$ cat config.mk
export PLATFORM = sky130hd
export DESIGN_NAME = wildcard_pattern_matcher_core
export DESIGN_NICKNAME = d
export VERILOG_FILES = /design/src/rtl/wpm_pkg.sv /design/src/rtl/wpm_cell.sv /design/src/rtl/wildcard_pattern_matcher_core.sv
export SDC_FILE = /design/constraint.sdc
export NUM_CORES = 1
export LEC_CHECK = 0
export ABC_AREA = 1
export BUFFER_PORTS_ARGS = -buffer_cell sky130_fd_sc_hd__buf_4
export CAP_MARGIN = 40
export CORE_ASPECT_RATIO = 1.1
export CORE_MARGIN = 1.5
export CORE_UTILIZATION = 29
export CTS_CLUSTER_DIAMETER = 40
export CTS_CLUSTER_SIZE = 10
export DETAILED_ROUTE_END_ITERATION = 12
export GPL_TIMING_DRIVEN = 0
export PLACE_DENSITY_LB_ADDON = 0.2
export SYNTH_ARGS = -nofsm -noshare
export SYNTH_HDL_FRONTEND = slang
export SYNTH_SLANG_ARGS = --single-unit
$ cat constraint.sdc
create_clock -name clk -period 14.13 [get_ports clk]
set_clock_uncertainty 0.2 [all_clocks]
set_input_delay 0.7065 -clock clk [delete_from_list [all_inputs] [get_ports clk]]
set_output_delay 0.7065 -clock clk [all_outputs]
set_load 0.03 [all_outputs]
$ cat src/rtl/wpm_pkg.sv
// Shared types and constants for the wildcard pattern matcher.
package wpm_pkg;

	localparam int PATTERN_MAX_DEF = 32;
	localparam int CHAR_W          = 8;
	localparam int IN_TDATA_W      = 8;
	localparam int IN_TUSER_W      = 3;
	localparam int OUT_TDATA_W     = 8;
	localparam int REG_IDX_W       = 1;
	localparam int REG_DATA_W      = 8;

	localparam logic [CHAR_W-1:0] SINGLE_RST = 8'd63;
	localparam logic [CHAR_W-1:0] MULTI_RST  = 8'd42;
	localparam logic [CHAR_W-1:0] QUOTE_DBL  = 8'h22;
	localparam logic [CHAR_W-1:0] QUOTE_SGL  = 8'h27;

	localparam logic [REG_IDX_W-1:0] REG_SINGLE = 1'd0;
	localparam logic [REG_IDX_W-1:0] REG_MULTI  = 1'd1;

	typedef enum logic [1:0] {
		CMD_PATTERN = 2'd0,
		CMD_SUBJECT = 2'd1,
		CMD_END     = 2'd2
	} cmd_t;

	// broadcast to every cell
	typedef struct packed {
		logic              load;
		logic              first;
		logic              step;
		logic              restart;
		logic [CHAR_W-1:0] ch;
		logic [CHAR_W-1:0] single_wc;
		logic [CHAR_W-1:0] multi_wc;
	} ctrl_t;

	// neighbour link, cell p-1 to cell p
	typedef struct packed {
		logic used;
		logic cc;
		logic adv;
	} link_t;

endpackage

$ cat src/rtl/wpm_cell.sv
// One pattern position: stored character, in-use bit and active bit.
module wpm_cell #(
	parameter bit FIRST_CELL = 1'b0
) (
	input  logic                         clk,
	input  logic                         arst_n,
	input  wpm_pkg::ctrl_t               ctrl,
	input  wpm_pkg::link_t               link_in,
	output wpm_pkg::link_t               link_out,
	output logic                         hit,
	output logic [wpm_pkg::CHAR_W-1:0]   ch_o
);
	import wpm_pkg::*;

	logic [CHAR_W-1:0] ch_q;
	logic              used_q;
	logic              act_q;
	logic              write_here;
	logic              is_single;
	logic              is_star;
	logic              closed;

	assign is_single  = (ch_q == ctrl.single_wc);
	assign is_star    = ~is_single & (ch_q == ctrl.multi_wc);
	assign closed     = act_q | link_in.cc;
	assign write_here = ctrl.load & (ctrl.first ? FIRST_CELL : (link_in.used & ~used_q));

	assign link_out.used = used_q;
	assign link_out.cc   = closed & used_q & is_star;
	assign link_out.adv  = closed & used_q & ~is_star & (is_single | (ch_q == ctrl.ch));
	assign hit           = closed & link_in.used & ~used_q;
	assign ch_o          = ch_q;

	always_ff @(posedge clk) begin
		if (write_here) begin
			ch_q <= ctrl.ch;
		end
	end

	always_ff @(posedge clk or negedge arst_n) begin
		if (!arst_n) begin
			used_q <= 1'b0;
			act_q  <= FIRST_CELL;
		end else begin
			if (ctrl.load && ctrl.first) begin
				used_q <= FIRST_CELL;
			end else if (write_here) begin
				used_q <= 1'b1;
			end
			if (ctrl.restart) begin
				act_q <= FIRST_CELL;
			end else if (ctrl.step) begin
				act_q <= link_out.cc | link_in.adv;
			end
		end
	end

endmodule

$ cat src/rtl/wildcard_pattern_matcher_core.sv
// Top level of the wildcard pattern matcher: cell chain, terminal position and result register.
// Throughput: one pattern, subject or end transfer per cycle while no result waits unread.
// The result shows on the output register in the cycle after the end-of-subject transfer.
// A subject character's position-set update ripples once through the row of cells.
// Input is taken whenever the output register is empty or being drained.
// Reset: pattern empty, overflow clear, position zero active, wildcard codes '?' and '*'.
module wildcard_pattern_matcher_core #(
	parameter int PATTERN_MAX = wpm_pkg::PATTERN_MAX_DEF
) (
	input  logic                              clk,
	input  logic                              arst_n,
	input  logic                              s_tvalid,
	output logic                              s_tready,
	input  logic [wpm_pkg::IN_TDATA_W-1:0]    s_tdata,  // [7:0] ch
	input  logic [wpm_pkg::IN_TUSER_W-1:0]    s_tuser,  // [1:0] cmd, [2] first
	output logic                              m_tvalid,
	input  logic                              m_tready,
	output logic [wpm_pkg::OUT_TDATA_W-1:0]   m_tdata,  // [0] matched, [1] pattern_overflow
	input  logic                              wr_en,
	input  logic [wpm_pkg::REG_IDX_W-1:0]     wr_index,
	input  logic [wpm_pkg::REG_DATA_W-1:0]    wr_data
);
	import wpm_pkg::*;

	logic [CHAR_W-1:0] single_q;
	logic [CHAR_W-1:0] multi_q;
	logic              ovf_q;
	logic              term_q;
	logic              m_valid_q;
	logic              matched_q;
	logic              ovf_out_q;
	logic              accept;
	cmd_t              cmd;
	ctrl_t             ctrl;
	link_t             link [PATTERN_MAX+1];
	logic [CHAR_W-1:0] cell_ch [PATTERN_MAX];
	logic [PATTERN_MAX:0] hit_v;
	logic              term_closed;
	logic              all_one;
	logic              all_three;
	logic              matched;

	assign cmd      = cmd_t'(s_tuser[1:0]);
	assign s_tready = ~m_valid_q | m_tready;
	assign accept   = s_tvalid & s_tready;

	always_comb begin
		ctrl           = '0;
		ctrl.ch        = s_tdata[CHAR_W-1:0];
		ctrl.first     = s_tuser[2];
		ctrl.single_wc = single_q;
		ctrl.multi_wc  = multi_q;
		case (cmd)
			CMD_PATTERN: begin
				ctrl.load    = accept;
				ctrl.restart = accept;
			end
			CMD_SUBJECT: ctrl.step    = accept;
			CMD_END:     ctrl.restart = accept;
			default:     ctrl.step    = 1'b0;
		endcase
	end

	assign link[0] = '{used: 1'b1, cc: 1'b0, adv: 1'b0};

	genvar gi;
	generate
		for (gi = 0; gi < PATTERN_MAX; gi++) begin : g_cell
			wpm_cell #(
				.FIRST_CELL(gi == 0)
			) u_cell (
				.clk      (clk),
				.arst_n   (arst_n),
				.ctrl     (ctrl),
				.link_in  (link[gi]),
				.link_out (link[gi+1]),
				.hit      (hit_v[gi]),
				.ch_o     (cell_ch[gi])
			);
		end
	endgenerate

	assign term_closed        = term_q | link[PATTERN_MAX].cc;
	assign hit_v[PATTERN_MAX] = term_closed & link[PATTERN_MAX].used;

	assign all_one = link[1].used & ~link[2].used & (cell_ch[0] == multi_q);

	generate
		if (PATTERN_MAX >= 4) begin : g_three
			assign all_three = link[3].used & ~link[4].used & (cell_ch[1] == multi_q) &
				(cell_ch[0] == cell_ch[2]) &
				((cell_ch[0] == QUOTE_DBL) | (cell_ch[0] == QUOTE_SGL));
		end else if (PATTERN_MAX == 3) begin : g_three_full
			assign all_three = link[3].used & (cell_ch[1] == multi_q) &
				(cell_ch[0] == cell_ch[2]) &
				((cell_ch[0] == QUOTE_DBL) | (cell_ch[0] == QUOTE_SGL));
		end else begin : g_no_three
			assign all_three = 1'b0;
		end
	endgenerate

	assign matched = all_one | all_three | (|hit_v);

	always_ff @(posedge clk or negedge arst_n) begin
		if (!arst_n) begin
			single_q <= SINGLE_RST;
			multi_q  <= MULTI_RST;
		end else if (wr_en) begin
			case (wr_index)
				REG_SINGLE: single_q <= wr_data[CHAR_W-1:0];
				REG_MULTI:  multi_q  <= wr_data[CHAR_W-1:0];
				default:    single_q <= single_q;
			endcase
		end
	end

	always_ff @(posedge clk or negedge arst_n) begin
		if (!arst_n) begin
			ovf_q     <= 1'b0;
			term_q    <= 1'b0;
			m_valid_q <= 1'b0;
		end else begin
			if (ctrl.load) begin
				ovf_q <= ~ctrl.first & (ovf_q | link[PATTERN_MAX].used);
			end
			if (ctrl.restart) begin
				term_q <= 1'b0;
			end else if (ctrl.step) begin
				term_q <= link[PATTERN_MAX].adv;
			end
			if (accept && cmd == CMD_END) begin
				m_valid_q <= 1'b1;
			end else if (m_tready) begin
				m_valid_q <= 1'b0;
			end
		end
	end

	always_ff @(posedge clk) begin
		if (accept && cmd == CMD_END) begin
			matched_q <= matched;
			ovf_out_q <= ovf_q;
		end
	end

	assign m_tvalid = m_valid_q;
	assign m_tdata  = {{(OUT_TDATA_W-2){1'b0}}, ovf_out_q, matched_q};

	a_term_in_pattern: assert property (@(posedge clk) disable iff (!arst_n)
		term_q |-> link[PATTERN_MAX].used)
		else $error("terminal position active without a full pattern");

	a_ovf_full: assert property (@(posedge clk) disable iff (!arst_n)
		ovf_q |-> link[PATTERN_MAX].used)
		else $error("overflow flagged with free pattern cells");

	a_end_result: assert property (@(posedge clk) disable iff (!arst_n)
		(accept && cmd == CMD_END) |=> m_tvalid)
		else $error("end-of-subject transfer gave no result");

	a_load_restart: assert property (@(posedge clk) disable iff (!arst_n)
		(accept && cmd == CMD_PATTERN) |=> !term_q)
		else $error("terminal position survived a pattern load");

endmodule
======== After elaboration in Yosys (flattened, before gate mapping) ========
Index checks and enable logic that the tools add are counted.
storage, ports and cells
  register bits after elaboration ......... 341
  input port bits ......................... 25
  output and inout port bits .............. 10
  logic and storage cells ................. 904
cells by class
  equal/unequal tests ..................... 101
  muxes and demuxes ....................... 167
  bitwise logic cells ..................... 492
  reduce and logical (&&, ||, !) cells .... 41
operator list
  kind                                                 count
  equality test 8 bit                                  97
  AND 1 bit                                            293
  2-to-1 mux 1 bit                                     167
  OR 1 bit                                             100
  NOT 1 bit                                            99
  nonzero test 2 bit                                   34
  OR reduction 33 bit                                  1
  equality test 8 x 6 -> 1 bit, second input constant  2
  AND reduction 2 bit                                  2
  equality test 2 x 1 -> 1 bit, second input constant  1
  equality test 2 bit, second input constant           1
  logical AND 1 bit                                    2
  zero test 2 bit                                      1
  OR reduction 2 bit                                   1

======== Longest topological paths before layout ========
  word-level depth ........................ 101
  depth in mapped cells ................... 73
  mapped depth without buffers ............ 72

======== Cells and area by module ========
A second synthesis with hierarchy kept.
second synthesis, totals
  cell total of the unflattened synthesis .. 3631
  area total of the unflattened synthesis .. 26211.4 µm²
modules (own cells, without submodules)
  module                             instances  cells each  area each (µm²)  seq. area each (µm²)
  wpm_cell at g_cell[10].u_cell ...  31         106         773.2            290.3
  wildcard_pattern_matcher_core      1          242         1500.2           546.8
  wpm_cell at g_cell[0].u_cell       1          103         740.7            291.5

======== Least setup slack after synthesis ========
OpenSTA, ideal clock, no wires.
  kind .................................... reg2reg
  start ................................... register multi_q[5]
  end ..................................... register g_cell[31].u_cell.act_q
  library setup time ...................... 0.065 ns
  arrival ................................. 5.786 ns
  data required time ...................... 13.865 ns
  slack ................................... 8.079 ns
  cell stages (with the launch flop) ...... 74
  buffers on the path ..................... 1
  period minus slack after synthesis ...... 6.051 ns
  path through ............................ dfstp_2 buf_4 inv_2 nand2_1 nand2_1 nor2_1 nand2_1 nor2_4 nand3_2 nand2_2 nand3_2 nand2_2 nand3_2 nand2_2 nand3_2 nand2_2 nand3_2 nand2_2 [38 not listed] nand3_2 nand2_2 nand3_2 nand2_2 nand3_2 nand2_2 nand3_2 nand2_2 nand3_2 nand2_2 nand3_2 nand2_2 nand3_2 nand2_2 nand3_2 nand2_1 nand2_1 nand2_1
on the way
  longest elaborated chain between the ends .. 99
  elaborated cells between the ends (all ways) .. 164
  those cells by class .................... eq/ne (32); mux (2); bitwise (130)
RTL lines
  element                  RTL line                              text
  start, declared          wildcard_pattern_matcher_core.sv:26   logic [CHAR_W-1:0] multi_q;
  start signal, assigned   wildcard_pattern_matcher_core.sv:111  REG_MULTI: multi_q <= wr_data[CHAR_W-1:0];
  equality test 8 bit      wpm_cell.sv:24                        assign is_star = ~is_single & (ch_q == ctrl.multi_wc);
  AND 1 bit                wpm_cell.sv:24
  AND 1 bit                wpm_cell.sv:29                        assign link_out.cc = closed & used_q & is_star;
  OR 1 bit                 wpm_cell.sv:25                        assign closed = act_q | link_in.cc;
  AND 1 bit (2 in series)  wpm_cell.sv:29
  OR 1 bit                 wpm_cell.sv:25
  AND 1 bit (2 in series)  wpm_cell.sv:29
  OR 1 bit                 wpm_cell.sv:25
  [80 not listed]          -
  OR 1 bit                 wpm_cell.sv:25
  AND 1 bit                wpm_cell.sv:29, wpm_cell.sv:30
  AND 1 bit                wpm_cell.sv:29
  OR 1 bit                 wpm_cell.sv:25
  AND 1 bit (2 in series)  wpm_cell.sv:29
  OR 1 bit *               wpm_cell.sv:53                        act_q <= link_out.cc | link_in.adv;
  2-to-1 mux 1 bit *       wpm_cell.sv:52                        end else if (ctrl.step) begin
  2-to-1 mux 1 bit *       wpm_cell.sv:50                        if (ctrl.restart) begin
  end signal, assigned     wpm_cell.sv:53
  end, declared            wpm_cell.sv:17                        logic act_q;
Every way passes the cells marked *; elsewhere a longest branch is shown, timed or not. The select of a mux whose other input is x is not followed.
A chain may end at the register's enable or synchronous reset.

======== Final worst setup path ========
  start ................................... register single_q[1]
  end ..................................... register matched_q (data pin)
on the way
  longest elaborated chain between the ends .. 101
  elaborated cells between the ends (all ways) .. 256
  those cells by class .................... eq/ne (32); bitwise (223); reduce/logical (1)
RTL lines
  element                  RTL line                              text
  start, declared          wildcard_pattern_matcher_core.sv:25   logic [CHAR_W-1:0] single_q;
  start signal, assigned   wildcard_pattern_matcher_core.sv:110  REG_SINGLE: single_q <= wr_data[CHAR_W-1:0];
  start signal, assigned   wildcard_pattern_matcher_core.sv:112  default: single_q <= single_q;
  equality test 8 bit      wpm_cell.sv:23                        assign is_single = (ch_q == ctrl.single_wc);
  NOT 1 bit                wpm_cell.sv:24
  AND 1 bit                wpm_cell.sv:24
  AND 1 bit                wpm_cell.sv:29
  OR 1 bit                 wpm_cell.sv:25
  AND 1 bit (2 in series)  wpm_cell.sv:29
  OR 1 bit                 wpm_cell.sv:25
  AND 1 bit (2 in series)  wpm_cell.sv:29
  [82 not listed]          -
  AND 1 bit (2 in series)  wpm_cell.sv:29
  OR 1 bit                 wpm_cell.sv:25
  AND 1 bit (2 in series)  wpm_cell.sv:29
  OR 1 bit                 wildcard_pattern_matcher_core.sv:83   assign term_closed = term_q | link[PATTERN_MAX].cc;
  AND 1 bit                wildcard_pattern_matcher_core.sv:84   assign hit_v[PATTERN_MAX] = term_closed & link[PATTERN_MAX].used;
  OR reduction 33 bit *    wildcard_pattern_matcher_core.sv:102  assign matched = all_one | all_three | (|hit_v);
  OR 1 bit *               wildcard_pattern_matcher_core.sv:102
  named net matched        wildcard_pattern_matcher_core.sv:41   logic matched;
  end signal, assigned     wildcard_pattern_matcher_core.sv:141  matched_q <= matched;
  end, declared            wildcard_pattern_matcher_core.sv:30   logic matched_q;
The timed path passes the listed nets; every way through them passes the cells marked *.

==> flow_metrics.py <==
metrics = {
    "final_layout": {
        "instances_no_fill": 3587,
        "drive_above_1_share": 0.146,
        "diodes": 0,
        "fin_nets": 2534,
        "final_cell_mix": "xor2_1 (391), nand2_1 (345), edfxtp_1 (258), xnor2_1 (238), nor2_1 (176)",
        "layout_commonest_cell": "xor2_1",
        "num-fill-cells": 7660,
        "area_growth_pct": 20.3,
        "multi_input_area_um2": 11000,
        "regArea_um2": 9840,
        "final_cell_area_um2": 26600,
    },
    "placed_design": {
        "dpl.cell_count": 3471,
        "numPortBuffers": 28,
        "dp_hpwl_um": 60400,
        "place_area_um2": 24400,
        "gp_congestion": 0.919,
        "dp_slack_ps": 6320,
    },
    "routing": {
        "antenna_left": 0,
        "drt-pass1-iter-count": 7,
        "dr.first_iter.drc_count": 1864,
        "viasPerCell": 5.06,
        "drt-wirelength-per-cell_um": 24.6,
        "vias": 18142,
        "drcViolationCount": 0,
        "finalWirelength_um": 88400,
    },
    "floorplan": {
        "die_w_um": 266,
        "dieArea_um2": 77900,
        "io_pins": 35,
        "design.core.area_um2": 75700,
        "initial_core_util": 0.292,
        "die_h_um": 293,
        "rows": 106,
    },
    "yosys": {
        "syn_avg_cell_area_um2": 9.40,
        "postSynthCellCount": 2353,
        "syn_area_um2": 22100,
        "ys.flop_type": "edfxtp_1",
        "ys_ff_latch": 341,
        "ys_types": 48,
        "yosys_warnings": 0,
        "synth-edff-count": 258,
        "yosysSeqAreaShare": 0.445,
        "async_flop_share": 0.243,
    },
    "worst_setup_path": {
        "critPathSlowestCell": "clkbuf_1",
        "end_kind": "register",
        "critPathCapture": "matched_q",
        "worstReg2RegEnd": "matched_q",
        "cpPeakStageDelay_ps": 680,
        "worstReg2RegStart": "single_q[1]",
        "crit_type": "reg -> reg",
        "cp.arrival_ps": 8220,
        "critical_path.max_fanout": 10,
        "crit_path_start": "single_q[1]",
        "path_common_cell": "nand3_2",
        "ff2ff_path_depth": 65,
        "worst_setup_path_start_kind": "register",
        "critPathRequiredTime_ps": 14370,
        "rrSetupSlack_ps": 6140,
    },
    "pwr": {
        "switchingPower_mw": 1.05,
        "p_seq_frac": 0.352,
        "irDropWorstVdd_uv": 108,
        "swShare": 0.312,
        "power.density_nw_per_um2": 127,
        "leakage_nw": 10.3,
        "pwr-share-comb": 0.198,
        "intPower_mw": 2.33,
        "clockPowerShare": 0.450,
    },
    "sta": {
        "tightest_slew_ps": 910,
        "fmax_mhz": 125,
        "rsz0062_at_grt": "false",
        "relSlewSlack": 0.393,
        "worst_slack_ps": 6140,
        "setup_viol": 0,
        "drv_slew": 0,
        "tns_ps": 0,
        "post-route-period-util": 0.565,
        "finalCriticalPeriod_ps": 7990,
        "whs_ps": 146,
        "final_hold_viol_count": 0,
    },
    "cts": {
        "cts-root-buf": "clkbuf_16",
        "clock-sinks": 341,
        "postCtsResizedCells": 0,
        "post_cts_buffers": 0,
        "cts_buffers": 61,
        "clockBufferDepth": 3,
        "htree_levels": 2,
        "cts_tree": "done",
        "clkTransAtPathRegs_ps": 60,
        "insertion_delay_ps": 630,
    },
    "global_routing": {
        "grt_max_degree": 51,
        "grt_pass1_vias": 18124,
        "track_usage": 0.226,
        "grt.overflow.total": 0,
        "grt_pass1_wl_um": 126000,
        "antenna_found_initial": 1,
    },
    "run": {
        "cap_violations": 0,
    },
    "hold_path": {
        "min-delay-start": "wr_data[5]",
        "hold_class": "in -> reg",
    },
    "run_status": {
        "status": "complete, no violations",
    },
}
==> cell type report <==
type / instances / area share
Clock buffer: 77 / 0.0668
Buffer: 129 / 0.0222
Tap cell: 1026 / 0.0483
Multi-Input combinational cell: 1700 / 0.414
Clock inverter: 38 / 0.0138
Sequential cell: 341 / 0.370
Inverter: 188 / 0.0266
Timing Repair Buffer: 88 / 0.0384
==> how the worst min path moves through the flow <==
| stage | cells after the start | endpoint | slack (ps) |
|---|---|---|---|
| 2_1_floorplan | 0 | g_cell[0].u_cell.used_q | 210 |
| 3_3_place_gp | 2 | g_cell[31].u_cell.act_q | 270 |
| 3_5_place_dp | 2 | g_cell[31].u_cell.act_q | 270 |
| 4_1_cts | 3 | multi_q[5] | 120 |
| 5_1_grt | 3 | single_q[4] | 180 |
| 6_report | 3 | multi_q[5] | 150 |
==> kinds of logic (layout without fill, tap and decap cells) <==
kind of cell / after synthesis / in the layout / share of synthesized area
simple gates: 903 / 903 / 0.203
xor+xnor: 629 / 629 / 0.249
flops: 341 / 341 / 0.445
buf+inv: 317 / 520 / 0.0580
compound gates: 162 / 162 / 0.0450
other cells: 1 / 6 / 0.000170
==> layer usage <==
| layer | routed length, um | track usage | share of wire |
|---|---|---|---|
| met2 | 41700 | 0.377 | 0.47 |
| met3 | 5720 | 0.0277 | 0.065 |
| met5 | 0 | 0 | 0 |
| met1 | 36400 | 0.288 | 0.41 |
| met4 | 4650 | 0.113 | 0.053 |
==> metrics by stage <==
| stage | utilization | power (mW) |
|---|---|---|
| 6_report | 0.351 | 3.38 |
| 5_1_grt | 0.351 | 3.49 |
| 4_1_cts | 0.351 | 3.39 |
| 3_5_place_dp | 0.323 | 1.87 |
| 3_3_place_gp | 0.312 | 1.81 |
| 2_1_floorplan | - | 1.57 |
==> registers in the layout (all words and copies together), names as in the netlist <==
name and flops:
multi_q 8, term_q 1, ovf_out_q 1, g_cell.u_cell.used_q 32, g_cell.u_cell.ch_o 256, g_cell.u_cell.act_q 32
ovf_q 1, matched_q 1, single_q 8, m_tvalid 1
==> power by group through the flow <==
stage          registers (mW)  logic (mW)  clock network [mW]
3_5_place_dp             1.21       0.660                   0
4_1_cts                  1.19       0.663                1.54
5_1_grt                  1.20       0.712                1.58
3_3_place_gp             1.21       0.606                   0
6_report                 1.19       0.670                1.52
2_1_floorplan            1.19       0.380                   0
==> worst max-delay path, delay by kind of cell, from the launching register on <==
kind | cells | cell delay [ps]
AND/OR/NAND/NOR | 64 | 6280
buffers and inverters | 1 | 680
flip-flops | 1 | 570
==> synth_stat cells, types with 5 or more instances <==
cell type / count / area (um2)
nor2_1: 176 / 661
dfrtp_1: 73 / 1830
buf_2: 9 / 45.0
buf_4: 17 / 128
nor4_1: 86 / 538
o41ai_1: 16 / 140
clkbuf_1: 62 / 233
a31oi_1: 7 / 43.8
nand4_1: 72 / 450
xnor2_1: 238 / 2080
o21ai_0: 60 / 300
a2111oi_0: 11 / 96.3
nand2_1: 345 / 1290
nor3_1: 8 / 40.0
inv_2: 17 / 63.8
inv_1: 166 / 623
o31ai_1: 7 / 52.6
dfstp_2: 10 / 263
o22ai_1: 25 / 156
nand3_1: 58 / 290
xor2_1: 391 / 3420
edfxtp_1: 258 / 7750
a21oi_1: 24 / 120
nand3_2: 32 / 320
or2_2: 42 / 263
or2_1: 11 / 68.8
buf_1: 39 / 146
nor3b_1: 5 / 37.5
nand2_2: 31 / 194
nor4b_1: 12 / 105
and3b_1: 12 / 105
==> repair_timing <==
action | CTS | global route
hold buffers | 1 | 0
setup endpoints to repair | 0 | 0
endpoints found under the hold margin | 39 | 0
(Power assumes the default switching activity.)
